--- src/assert_macros.svh ---
// assertion macros shared by the interval set rtl
// no dependencies; included by modules that carry checks
`ifndef ASSERT_MACROS_SVH
`define ASSERT_MACROS_SVH

// expression must hold at every edge out of reset
`define ASRT_ALWAYS(lbl, expr, msg) \
   lbl: assert property (@(posedge clock) disable iff (reset) (expr)) else $error(msg);

// antecedent implies consequent in the same cycle
`define ASRT_IMPLY(lbl, ante, cons, msg) \
   lbl: assert property (@(posedge clock) disable iff (reset) (ante) |-> (cons)) else $error(msg);

// antecedent implies consequent in the following cycle
`define ASRT_NEXT(lbl, ante, cons, msg) \
   lbl: assert property (@(posedge clock) disable iff (reset) (ante) |=> (cons)) else $error(msg);

`endif

--- src/ivs_pkg.sv ---
// shared types, codes and helpers for the interval set boolean block
// no dependencies
package ivs_pkg;

   localparam int MAX_INTERVALS_DEF = 16;
   localparam int TIME_WIDTH_DEF    = 32;
   localparam int MAX_RESULTS       = 32;
   localparam int RES_CNT_W         = 6;

   localparam logic [1:0] CMD_LOAD  = 2'd0;
   localparam logic [1:0] CMD_RUN   = 2'd1;
   localparam logic [1:0] CMD_CLEAR = 2'd2;

   localparam logic [2:0] OP_AND    = 3'd0;
   localparam logic [2:0] OP_OR     = 3'd1;
   localparam logic [2:0] OP_XOR    = 3'd2;
   localparam logic [2:0] OP_ANDNOT = 3'd3;
   localparam logic [2:0] OP_NOT    = 3'd4;

   typedef enum logic [1:0] {
      ST_IDLE,
      ST_SCAN,
      ST_EVAL,
      ST_FINISH
   } state_type;

   typedef struct packed {
      logic clr;
      logic vld;
      logic first;
      logic series;
   } bnd_ctl_type;

   function automatic logic op_eval(input logic [2:0] mode, input logic a, input logic b);
      logic r;
      unique case (mode)
         OP_AND:    r = a & b;
         OP_OR:     r = a | b;
         OP_XOR:    r = a ^ b;
         OP_ANDNOT: r = a & ~b;
         OP_NOT:    r = ~a;
         default:   r = 1'b0;
      endcase
      return r;
   endfunction

endpackage

--- src/ivs_store.sv ---
// interval store memory: series a and b in separate halves, one write and one read port
// depends on ivs_pkg
module ivs_store import ivs_pkg::*; #(
   parameter int MAX_INTERVALS = MAX_INTERVALS_DEF,
   parameter int TIME_WIDTH    = TIME_WIDTH_DEF
) (
   input  logic                          clock,
   input  logic                          wr_en,
   input  logic [$clog2(MAX_INTERVALS):0] wr_addr,
   input  logic [2*TIME_WIDTH-1:0]       wr_data,
   input  logic [$clog2(MAX_INTERVALS):0] rd_addr,
   output logic [2*TIME_WIDTH-1:0]       rd_data
);
   localparam int AW    = $clog2(MAX_INTERVALS) + 1;
   localparam int DEPTH = 2 ** AW;

   logic [2*TIME_WIDTH-1:0] mem_ff [DEPTH];
   logic [2*TIME_WIDTH-1:0] rd_data_ff;

   always_ff @(posedge clock) begin
      if (wr_en) begin
         mem_ff[wr_addr] <= wr_data;
      end
      rd_data_ff <= mem_ff[rd_addr];
   end

   assign rd_data = rd_data_ff;

endmodule

--- src/ivs_bound.sv ---
// boundary unit: per stored interval finds the next boundary after t and coverage at t
// depends on ivs_pkg
module ivs_bound import ivs_pkg::*; #(
   parameter int TIME_WIDTH = TIME_WIDTH_DEF
) (
   input  logic                         clock,
   input  logic                         reset,
   input  bnd_ctl_type                  ctl,
   input  logic signed [TIME_WIDTH:0]   t,
   input  logic [TIME_WIDTH-1:0]        ent_s,
   input  logic [TIME_WIDTH-1:0]        ent_e,
   output logic signed [TIME_WIDTH:0]   best,
   output logic                         found,
   output logic                         cov_a,
   output logic                         cov_b
);
   localparam int XW = TIME_WIDTH + 1;

   logic signed [XW-1:0] s_x, e_x, e_inc, cand;
   logic                 gt, ge, cand_ok, take, covered;

   logic signed [XW-1:0] best_ff, best_in;
   logic                 found_ff, found_in, cov_a_ff, cov_a_in, cov_b_ff, cov_b_in;

   assign s_x   = XW'(signed'(ent_s));
   assign e_x   = XW'(signed'(ent_e));
   assign e_inc = e_x + XW'(1);

   // first pass has no lower bound: the smallest start is the first boundary
   assign gt      = ctl.first | (s_x > t);
   assign ge      = ~ctl.first & (e_x >= t);
   assign cand    = gt ? s_x : e_inc;
   assign cand_ok = gt | ge;
   assign take    = cand_ok & (~found_ff | (cand < best_ff));
   assign covered = ~gt & ge;

   always_comb begin
      best_in  = best_ff;
      found_in = found_ff;
      cov_a_in = cov_a_ff;
      cov_b_in = cov_b_ff;
      if (ctl.clr) begin
         found_in = 1'b0;
         cov_a_in = 1'b0;
         cov_b_in = 1'b0;
      end else if (ctl.vld) begin
         if (take) begin
            best_in  = cand;
            found_in = 1'b1;
         end
         if (covered && !ctl.series) cov_a_in = 1'b1;
         if (covered && ctl.series)  cov_b_in = 1'b1;
      end
   end

   always_ff @(posedge clock) begin
      best_ff <= best_in;
      if (reset) begin
         found_ff <= 1'b0;
         cov_a_ff <= 1'b0;
         cov_b_ff <= 1'b0;
      end else begin
         found_ff <= found_in;
         cov_a_ff <= cov_a_in;
         cov_b_ff <= cov_b_in;
      end
   end

   assign best  = best_ff;
   assign found = found_ff;
   assign cov_a = cov_a_ff;
   assign cov_b = cov_b_ff;

endmodule

--- src/interval_set_boolean.sv ---
// Boolean operations on two sets of closed integer intervals. Loads and clears are handled
// in the idle state, so they can be sent back to back. A run walks the boundaries of the result
// in time order: each step is one pass of the shared boundary unit over every stored
// interval (A then B, only A in not mode) read from the store memory, followed by the evaluate
// state, and there are at most 2 * (Na + Nb) + 1 steps; the final item is handed out once the
// result side is free. Modes above not go straight to the final item. The block takes no new
// item while a run is in progress. Results leave through a registered output stage.
// depends on ivs_pkg, ivs_store, ivs_bound and assert_macros.svh
`include "assert_macros.svh"
module interval_set_boolean import ivs_pkg::*; #(
   parameter int MAX_INTERVALS = MAX_INTERVALS_DEF,
   parameter int TIME_WIDTH    = TIME_WIDTH_DEF
) (
   input  logic               clock,
   input  logic               reset,
   input  logic               req_valid,
   output logic               req_ready,
   input  logic [1:0]         req_command,
   input  logic               req_series_select,
   input  logic signed [31:0] req_start_time,
   input  logic signed [31:0] req_end_time,
   output logic               rsp_valid,
   input  logic               rsp_ready,
   output logic signed [31:0] rsp_result_start,
   output logic signed [31:0] rsp_result_end,
   output logic               rsp_last_flag,
   output logic               rsp_empty_flag,
   output logic               rsp_overflow_flag,
   input  logic               csr_wr_en,
   input  logic [2:0]         csr_wr_data
);
   localparam int IW = $clog2(MAX_INTERVALS);
   localparam int AW = IW + 1;
   localparam int CW = $clog2(MAX_INTERVALS + 1);
   localparam int TW = TIME_WIDTH;
   localparam int XW = TW + 1;

   state_type state_ff, state_in;
   logic [2:0]    op_mode_ff;
   logic [CW-1:0] cnt_a_ff, cnt_a_in, cnt_b_ff, cnt_b_in;
   logic          dropped_ff, dropped_in;
   logic          scan_sel_ff, scan_sel_in;
   logic [CW-1:0] scan_idx_ff, scan_idx_in;
   logic          issuing_ff, issuing_in;
   logic          rd_vld_ff, rd_vld_in, rd_sel_ff, rd_sel_in;
   logic signed [XW-1:0] t_ff, t_in;
   logic          first_ff, first_in, prev_ff, prev_in;
   logic [TW-1:0] open_ff, open_in, pend_s_ff, pend_s_in, pend_e_ff, pend_e_in;
   logic          pend_vld_ff, pend_vld_in;
   logic [RES_CNT_W-1:0] res_cnt_ff, res_cnt_in;
   logic          rsp_valid_ff, rsp_valid_in, rsp_last_ff, rsp_last_in;
   logic          rsp_empty_ff, rsp_empty_in, rsp_ovf_ff, rsp_ovf_in;
   logic [TW-1:0] rsp_s_ff, rsp_s_in, rsp_e_ff, rsp_e_in;

   logic          req_xfer, ld_ok, wr_en, scan_b, in_rng, out_free, cur, close;
   logic [TW-1:0] ld_s, ld_e;
   logic [CW-1:0] ld_cnt;
   logic [AW-1:0] wr_addr, rd_addr;
   logic [2*TW-1:0] rd_data;
   bnd_ctl_type   bnd_ctl;
   logic signed [XW-1:0] best;
   logic          found, cov_a, cov_b, scan_go;

   assign req_xfer = req_valid & req_ready;
   assign ld_s     = TW'($unsigned(req_start_time));
   assign ld_e     = TW'($unsigned(req_end_time));
   assign ld_cnt   = req_series_select ? cnt_b_ff : cnt_a_ff;
   assign ld_ok    = (signed'(ld_s) <= signed'(ld_e)) & (ld_cnt < CW'(MAX_INTERVALS));
   assign wr_en    = req_xfer & (req_command == CMD_LOAD) & ld_ok;
   assign wr_addr  = {req_series_select, ld_cnt[IW-1:0]};
   assign rd_addr  = {scan_sel_ff, scan_idx_ff[IW-1:0]};

   ivs_store #(.MAX_INTERVALS(MAX_INTERVALS), .TIME_WIDTH(TIME_WIDTH)) u_store (
      .clock   (clock),
      .wr_en   (wr_en),
      .wr_addr (wr_addr),
      .wr_data ({ld_s, ld_e}),
      .rd_addr (rd_addr),
      .rd_data (rd_data)
   );

   assign bnd_ctl.clr    = scan_go;
   assign bnd_ctl.vld    = rd_vld_ff;
   assign bnd_ctl.first  = first_ff;
   assign bnd_ctl.series = rd_sel_ff;

   ivs_bound #(.TIME_WIDTH(TIME_WIDTH)) u_bound (
      .clock (clock),
      .reset (reset),
      .ctl   (bnd_ctl),
      .t     (t_ff),
      .ent_s (rd_data[2*TW-1:TW]),
      .ent_e (rd_data[TW-1:0]),
      .best  (best),
      .found (found),
      .cov_a (cov_a),
      .cov_b (cov_b)
   );

   assign scan_b   = (op_mode_ff != OP_NOT);
   assign in_rng   = scan_sel_ff ? (scan_b & (scan_idx_ff < cnt_b_ff)) : (scan_idx_ff < cnt_a_ff);
   assign out_free = ~rsp_valid_ff | rsp_ready;
   assign cur      = op_eval(op_mode_ff, cov_a, cov_b);
   assign close    = ~cur & prev_ff;

   always_comb begin
      state_in     = state_ff;
      cnt_a_in     = cnt_a_ff;
      cnt_b_in     = cnt_b_ff;
      dropped_in   = dropped_ff;
      scan_sel_in  = scan_sel_ff;
      scan_idx_in  = scan_idx_ff;
      issuing_in   = issuing_ff;
      rd_vld_in    = 1'b0;
      rd_sel_in    = rd_sel_ff;
      t_in         = t_ff;
      first_in     = first_ff;
      prev_in      = prev_ff;
      open_in      = open_ff;
      pend_vld_in  = pend_vld_ff;
      pend_s_in    = pend_s_ff;
      pend_e_in    = pend_e_ff;
      res_cnt_in   = res_cnt_ff;
      rsp_valid_in = rsp_valid_ff & ~rsp_ready;
      rsp_last_in  = rsp_last_ff;
      rsp_empty_in = rsp_empty_ff;
      rsp_ovf_in   = rsp_ovf_ff;
      rsp_s_in     = rsp_s_ff;
      rsp_e_in     = rsp_e_ff;
      scan_go      = 1'b0;

      unique case (state_ff)
         ST_IDLE: begin
            if (req_xfer) begin
               priority case (req_command)
                  CMD_LOAD: begin
                     if (!ld_ok) dropped_in = 1'b1;
                     else if (req_series_select) cnt_b_in = cnt_b_ff + CW'(1);
                     else cnt_a_in = cnt_a_ff + CW'(1);
                  end
                  CMD_CLEAR: begin
                     cnt_a_in   = '0;
                     cnt_b_in   = '0;
                     dropped_in = 1'b0;
                  end
                  CMD_RUN: begin
                     first_in    = 1'b1;
                     prev_in     = 1'b0;
                     pend_vld_in = 1'b0;
                     res_cnt_in  = '0;
                     if (op_mode_ff > OP_NOT) state_in = ST_FINISH;
                     else scan_go = 1'b1;
                  end
                  default: ;
               endcase
            end
         end
         ST_SCAN: begin
            if (issuing_ff) begin
               if (in_rng) begin
                  rd_vld_in   = 1'b1;
                  rd_sel_in   = scan_sel_ff;
                  scan_idx_in = scan_idx_ff + CW'(1);
               end else if (!scan_sel_ff && scan_b) begin
                  scan_sel_in = 1'b1;
                  scan_idx_in = '0;
               end else begin
                  issuing_in = 1'b0;
               end
            end else if (!rd_vld_ff) begin
               state_in = ST_EVAL;
            end
         end
         ST_EVAL: begin
            if (first_ff) begin
               if (!found) state_in = ST_FINISH;
               else begin
                  t_in     = best;
                  first_in = 1'b0;
                  scan_go  = 1'b1;
               end
            end else if (!(close && pend_vld_ff && !out_free)) begin
               if (close) begin
                  // earlier result goes out now, it is known not to be the last
                  if (pend_vld_ff) begin
                     rsp_valid_in = 1'b1;
                     rsp_s_in     = pend_s_ff;
                     rsp_e_in     = pend_e_ff;
                     rsp_last_in  = 1'b0;
                     rsp_empty_in = 1'b0;
                     rsp_ovf_in   = dropped_ff;
                  end
                  pend_vld_in = 1'b1;
                  pend_s_in   = open_ff;
                  pend_e_in   = TW'(t_ff - XW'(1));
                  res_cnt_in  = res_cnt_ff + RES_CNT_W'(1);
               end
               if (cur && !prev_ff) open_in = TW'(t_ff);
               prev_in = cur;
               if (close && (res_cnt_ff == RES_CNT_W'(MAX_RESULTS - 1))) state_in = ST_FINISH;
               else if (found) begin
                  t_in    = best;
                  scan_go = 1'b1;
               end else state_in = ST_FINISH;
            end
         end
         ST_FINISH: begin
            if (out_free) begin
               rsp_valid_in = 1'b1;
               rsp_last_in  = 1'b1;
               rsp_empty_in = ~pend_vld_ff;
               rsp_ovf_in   = dropped_ff;
               rsp_s_in     = pend_vld_ff ? pend_s_ff : '0;
               rsp_e_in     = pend_vld_ff ? pend_e_ff : '0;
               pend_vld_in  = 1'b0;
               state_in     = ST_IDLE;
            end
         end
         default: state_in = ST_IDLE;
      endcase

      if (scan_go) begin
         state_in    = ST_SCAN;
         scan_sel_in = 1'b0;
         scan_idx_in = '0;
         issuing_in  = 1'b1;
      end
   end

   always_ff @(posedge clock) begin
      t_ff      <= t_in;
      open_ff   <= open_in;
      pend_s_ff <= pend_s_in;
      pend_e_ff <= pend_e_in;
      rsp_s_ff  <= rsp_s_in;
      rsp_e_ff  <= rsp_e_in;
      rd_sel_ff <= rd_sel_in;
      scan_sel_ff <= scan_sel_in;
      scan_idx_ff <= scan_idx_in;
      if (reset) begin
         state_ff     <= ST_IDLE;
         op_mode_ff   <= OP_AND;
         cnt_a_ff     <= '0;
         cnt_b_ff     <= '0;
         dropped_ff   <= 1'b0;
         issuing_ff   <= 1'b0;
         rd_vld_ff    <= 1'b0;
         first_ff     <= 1'b0;
         prev_ff      <= 1'b0;
         pend_vld_ff  <= 1'b0;
         res_cnt_ff   <= '0;
         rsp_valid_ff <= 1'b0;
         rsp_last_ff  <= 1'b0;
         rsp_empty_ff <= 1'b0;
         rsp_ovf_ff   <= 1'b0;
      end else begin
         state_ff     <= state_in;
         if (csr_wr_en) op_mode_ff <= csr_wr_data;
         cnt_a_ff     <= cnt_a_in;
         cnt_b_ff     <= cnt_b_in;
         dropped_ff   <= dropped_in;
         issuing_ff   <= issuing_in;
         rd_vld_ff    <= rd_vld_in;
         first_ff     <= first_in;
         prev_ff      <= prev_in;
         pend_vld_ff  <= pend_vld_in;
         res_cnt_ff   <= res_cnt_in;
         rsp_valid_ff <= rsp_valid_in;
         rsp_last_ff  <= rsp_last_in;
         rsp_empty_ff <= rsp_empty_in;
         rsp_ovf_ff   <= rsp_ovf_in;
      end
   end

   assign req_ready         = (state_ff == ST_IDLE);
   assign rsp_valid         = rsp_valid_ff;
   assign rsp_result_start  = signed'(32'(rsp_s_ff));
   assign rsp_result_end    = signed'(32'(rsp_e_ff));
   assign rsp_last_flag     = rsp_last_ff;
   assign rsp_empty_flag    = rsp_empty_ff;
   assign rsp_overflow_flag = rsp_ovf_ff;

   `ASRT_ALWAYS(a_cnt_bound, (cnt_a_ff <= CW'(MAX_INTERVALS)) && (cnt_b_ff <= CW'(MAX_INTERVALS)), "store count past capacity")
   `ASRT_ALWAYS(a_res_bound, res_cnt_ff <= RES_CNT_W'(MAX_RESULTS), "result count past limit")
   `ASRT_IMPLY(a_empty_item, rsp_valid_ff && rsp_empty_ff, rsp_last_ff && (rsp_s_ff == '0) && (rsp_e_ff == '0), "empty item malformed")
   `ASRT_IMPLY(a_pend_idle, state_ff == ST_IDLE, !pend_vld_ff, "pending result left after run")
   `ASRT_NEXT(a_scan_read, (state_ff == ST_SCAN) && issuing_ff && in_rng, rd_vld_ff, "scan read lost")

endmodule

--- config.mk ---
export PLATFORM = sky130hd
export DESIGN_NAME = interval_set_boolean
export DESIGN_NICKNAME = d
export VERILOG_FILES = /design/src/ivs_pkg.sv /design/src/ivs_store.sv /design/src/ivs_bound.sv /design/src/interval_set_boolean.sv
export VERILOG_INCLUDE_DIRS = /design/src /design/src/src
export SDC_FILE = /design/constraint.sdc
export NUM_CORES = 2
export LEC_CHECK = 0
export ABC_CLOCK_PERIOD_IN_PS = 9610
export BUFFER_PORTS_ARGS = -buffer_cell sky130_fd_sc_hd__buf_2
export CAP_MARGIN = 10
export CORE_MARGIN = 1.5
export CORE_UTILIZATION = 55
export CTS_CLUSTER_DIAMETER = 200
export DETAILED_ROUTE_END_ITERATION = 10
export GPL_ROUTABILITY_DRIVEN = 1
export GPL_TIMING_DRIVEN = 0
export PLACE_DENSITY = 0.83
export SYNTH_ARGS = -nofsm -noshare
export SYNTH_HDL_FRONTEND = slang
export SYNTH_SLANG_ARGS = --single-unit
--- constraint.sdc ---
create_clock -name clock -period 9.61 [get_ports clock]
set_input_delay 1.4415 -clock clock [delete_from_list [all_inputs] [get_ports clock]]
set_output_delay 1.4415 -clock clock [all_outputs]
set_load 0.02 [all_outputs]
==> flow_metrics.py <==
metrics = {
    "run_status": {
        "status": "complete, no violations",
    },
    "critical_path": {
        "crit_arrival_ps": 7730,
        "crit_type": "flop to flop",
        "r2r-start": "t_ff[24]$_DFFE_PP_",
        "r2r_cells": 20,
        "rr_endpoint": "u_bound.best[25]$_DFFE_PP_",
        "crit_required_ps": 10120,
        "startpoint_type": "flop",
        "r2r_slack_ps": 2390,
        "end_kind": "flop",
        "path_max_fanout": 28,
    },
    "global_route": {
        "grt_pass1_wl_microns": 364000,
        "grt_pass1_vias": 49600,
        "overflow": 0,
        "antenna_found_initial": 28,
        "grt_max_degree": 37,
        "grt.total_usage": 0.300,
    },
    "clocking": {
        "worstSkewPairLatency_ps": 880,
        "post_cts_buffers": 0,
        "cts.root.buffer_cell": "clkbuf_16",
        "post_cts_resized": 0,
        "hold_buffers": 0,
        "cts_inserted_buffers": 219,
        "clock_sink_count": 2379,
        "clockBufferDepth": 3,
        "h-tree-depth": 4,
        "tritoncts": "done",
        "clk_pin_slew_ps": 60,
    },
    "logic_synthesis": {
        "yosysTopAreaCellShare": 0.735,
        "synth-seq-cells": 2379,
        "synth_edf_count": 2275,
        "yosys.area.top_type": "edfxtp_1",
        "synthTopCellsByArea": "edfxtp_1, mux4_2, dfxtp_1, ha_1, nand2_1",
        "ys_warn_count": 0,
        "synth_top_flop_cell": "edfxtp_1",
        "synthMuxAreaShare": 0.157,
        "ys_seq_area_frac": 0.758,
        "synth_top_family_by_area": "multiplexers",
        "ys_async_sr_fraction": 0,
        "synth_fa_ha_area_frac": 0.0202,
        "synth_compound_area_frac": 0.0145,
        "synth-simple-area-share": 0.0315,
        "avgSynthCellArea_sq_um": 21.1,
        "synth_fp_nets": 4626,
        "synth-xor-area-share": 0.00660,
        "synth_cells": 4401,
        "syn_area_sq_mm": 0.0929,
        "synth.distinct_cells": 61,
    },
    "routing": {
        "first_pass_iters": 8,
        "wire_per_inst_microns": 35.4,
        "via_per_inst": 6.78,
        "postRouteAntennaNets": 0,
        "vias": 49300,
        "wl_microns": 258000,
        "drt-initial-drc-count": 8002,
        "drc": 0,
    },
    "sta": {
        "tightest_slew_ps": 1480,
        "fin_skew_ps": 74.3,
        "rsz0062_at_grt": "no",
        "fin_crit_sh": 0.751,
        "finalHoldViolCount": 0,
        "relSlewSlack": 0.0129,
        "fmax_mhz": 139,
        "whs_ps": 390,
        "final.min_clock_period_ps": 7220,
        "setup_viol": 0,
        "tns_ps": 0,
        "drv_slew": 0,
    },
    "worst_hold_path": {
        "min_path_type": "flop to flop",
        "holdPathEnd": "pend_s_ff[10]$_DFFE_PP_",
        "hold_path_depth": 0,
        "min_from": "open_ff[10]$_DFFE_PP_",
    },
    "power": {
        "peakVddDrop_uv": 194,
        "comb_power_share": 0.110,
        "power_density_mw_per_mm2": 220,
        "swShare": 0.253,
        "p_leak_nw": 33.3,
        "intPower_mw": 17.4,
        "clock_power_share": 0.380,
        "p_seq_frac": 0.510,
        "power.switching_mw": 5.89,
        "power.total_mw": 23.3,
    },
    "floorplanning": {
        "initial_core_util": 0.555,
        "dieHeight_microns": 414,
        "core_sq_mm": 0.167,
        "pin_count": 144,
        "rows": 150,
        "die_x_microns": 414,
        "die-area_sq_mm": 0.171,
    },
    "placed_design": {
        "portBuffers": 140,
        "place_inst": 6841,
        "globalplace.congestion": 0.850,
        "dp.final_hpwl_microns": 159000,
    },
    "finish": {
        "fin_nets": 5089,
        "layout-drive-gt1-share": 0.253,
        "fin_cells": 7268,
        "final_util": 0.632,
        "area_growth_pct": 13.9,
    },
    "flow_run": {
        "drv_cap": 0,
    },
}
## cells in the mapped netlist, types with 53 or more instances
cell type and n:
and2_1 70, o21ai_0 53, edfxtp_1 2275, nand2_1 277, dfxtp_1 104, xnor2_1 53, ha_1 150, nor2_1 97
clkbuf_1 150, a21oi_1 70, mux4_2 640, inv_1 129
## sequential cells by signal, summed over array words and instances (netlist names), 6 cells and up
signal and cells:
u_store.rd_data 64, res_cnt_ff 6, pend_s_ff 32, rsp_result_start 32
open_ff 32, u_bound.best 33, u_store.mem_ff 2048, pend_e_ff 32
rsp_result_end 32, t_ff 33
## worst max-delay path: stages, from the launching register on
cell and delay [ps]:
edfxtp_1 480, inv_1 180, ha_1 350, nand4_1 160, or4_1 580, or4_1 620, a21o_1 200, o2111a_1 130
o21ai_1 680, clkbuf_1 410, o21ai_0 280, ha_1 350, a21o_1 160, a221o_1 330, a221oi_1 480, o21ai_0 170
nor2_1 250, mux2i_1 310, o211ai_1 200, a21oi_4 300, buf_12 240
## area by class of cell
cell class	instances	area, sq um
diodes	12	30.0
plain buffers	182	688
clock buffers	269	5760
clock inverters	140	1450
fillers	10400	61600
inverters	129	484
multi-input cells	1711	21600
flip-flops and latches	2379	70400
well taps	2204	2760
repair buffers	242	2600
## metal layers
layer,up-vias,part of all wire,GRT usage
met5,-,0.00049,0
met4,20,0.068,0.175
met3,920,0.12,0.0739
met2,4258,0.49,0.489
met1,25000,0.33,0.369
li1,19000,-,-
## cells by family (layout without fill, tap and decap cells)
kind of cell               count (synthesis)  count (layout)
AOI/OAI and AO/OA                        217             217
xor gates and xnor gates                  70              70
adders and majority gates                150             150
buffers and inverters                    311             962
DFF                                     2379            2379
muxes                                    656             656
other                                      0              12
and+or+nand+nor                          618             618
## cells in the final DEF, fill, tap and decap left out, drive strengths merged, types with 54 or more instances in the layout
cell,instances
edfxtp,2275
a21oi,70
clkbuf,419
mux4,640
inv,137
dfxtp,104
ha,150
and2,70
nor2,97
clkinv,100
o21ai,54
nand2,278
buf,274
## how the worst max path moves through the flow
stage                                  endpoint  cells after the start          startpoint
2_1_floorplan            pend_e_ff[0]$_DFFE_PP_                      4           rsp_ready
3_3_place_gp   u_store.mem_ff[20][19]$_DFFE_PP_                     11    req_end_time[22]
3_5_place_dp          u_bound.best[8]$_DFFE_PP_                     21  t_ff[24]$_DFFE_PP_
4_1_cts              u_bound.best[25]$_DFFE_PP_                     21  t_ff[24]$_DFFE_PP_
5_1_grt              u_bound.best[25]$_DFFE_PP_                     20  t_ff[24]$_DFFE_PP_
6_report             u_bound.best[25]$_DFFE_PP_                     20  t_ff[24]$_DFFE_PP_
## stage by stage
step           worst slack [ps]  instance area (sq um)
2_1_floorplan              2840                  92900
3_3_place_gp              -2180                  96400
3_5_place_dp               2470                  98500
4_1_cts                    2400                 106000
5_1_grt                    2050                 106000
6_report                   2390                 106000
## power groups by stage
stage	clock [mW]	combinational, mW	sequential (mW)
floorplan	0	1.43	12.0
finish	8.85	2.57	11.9
global placement	0	2.33	12.1
detailed placement	0	2.44	12.1
global route	9.21	2.72	11.9
CTS	8.87	2.51	11.8
(Power assumes the default switching activity.)
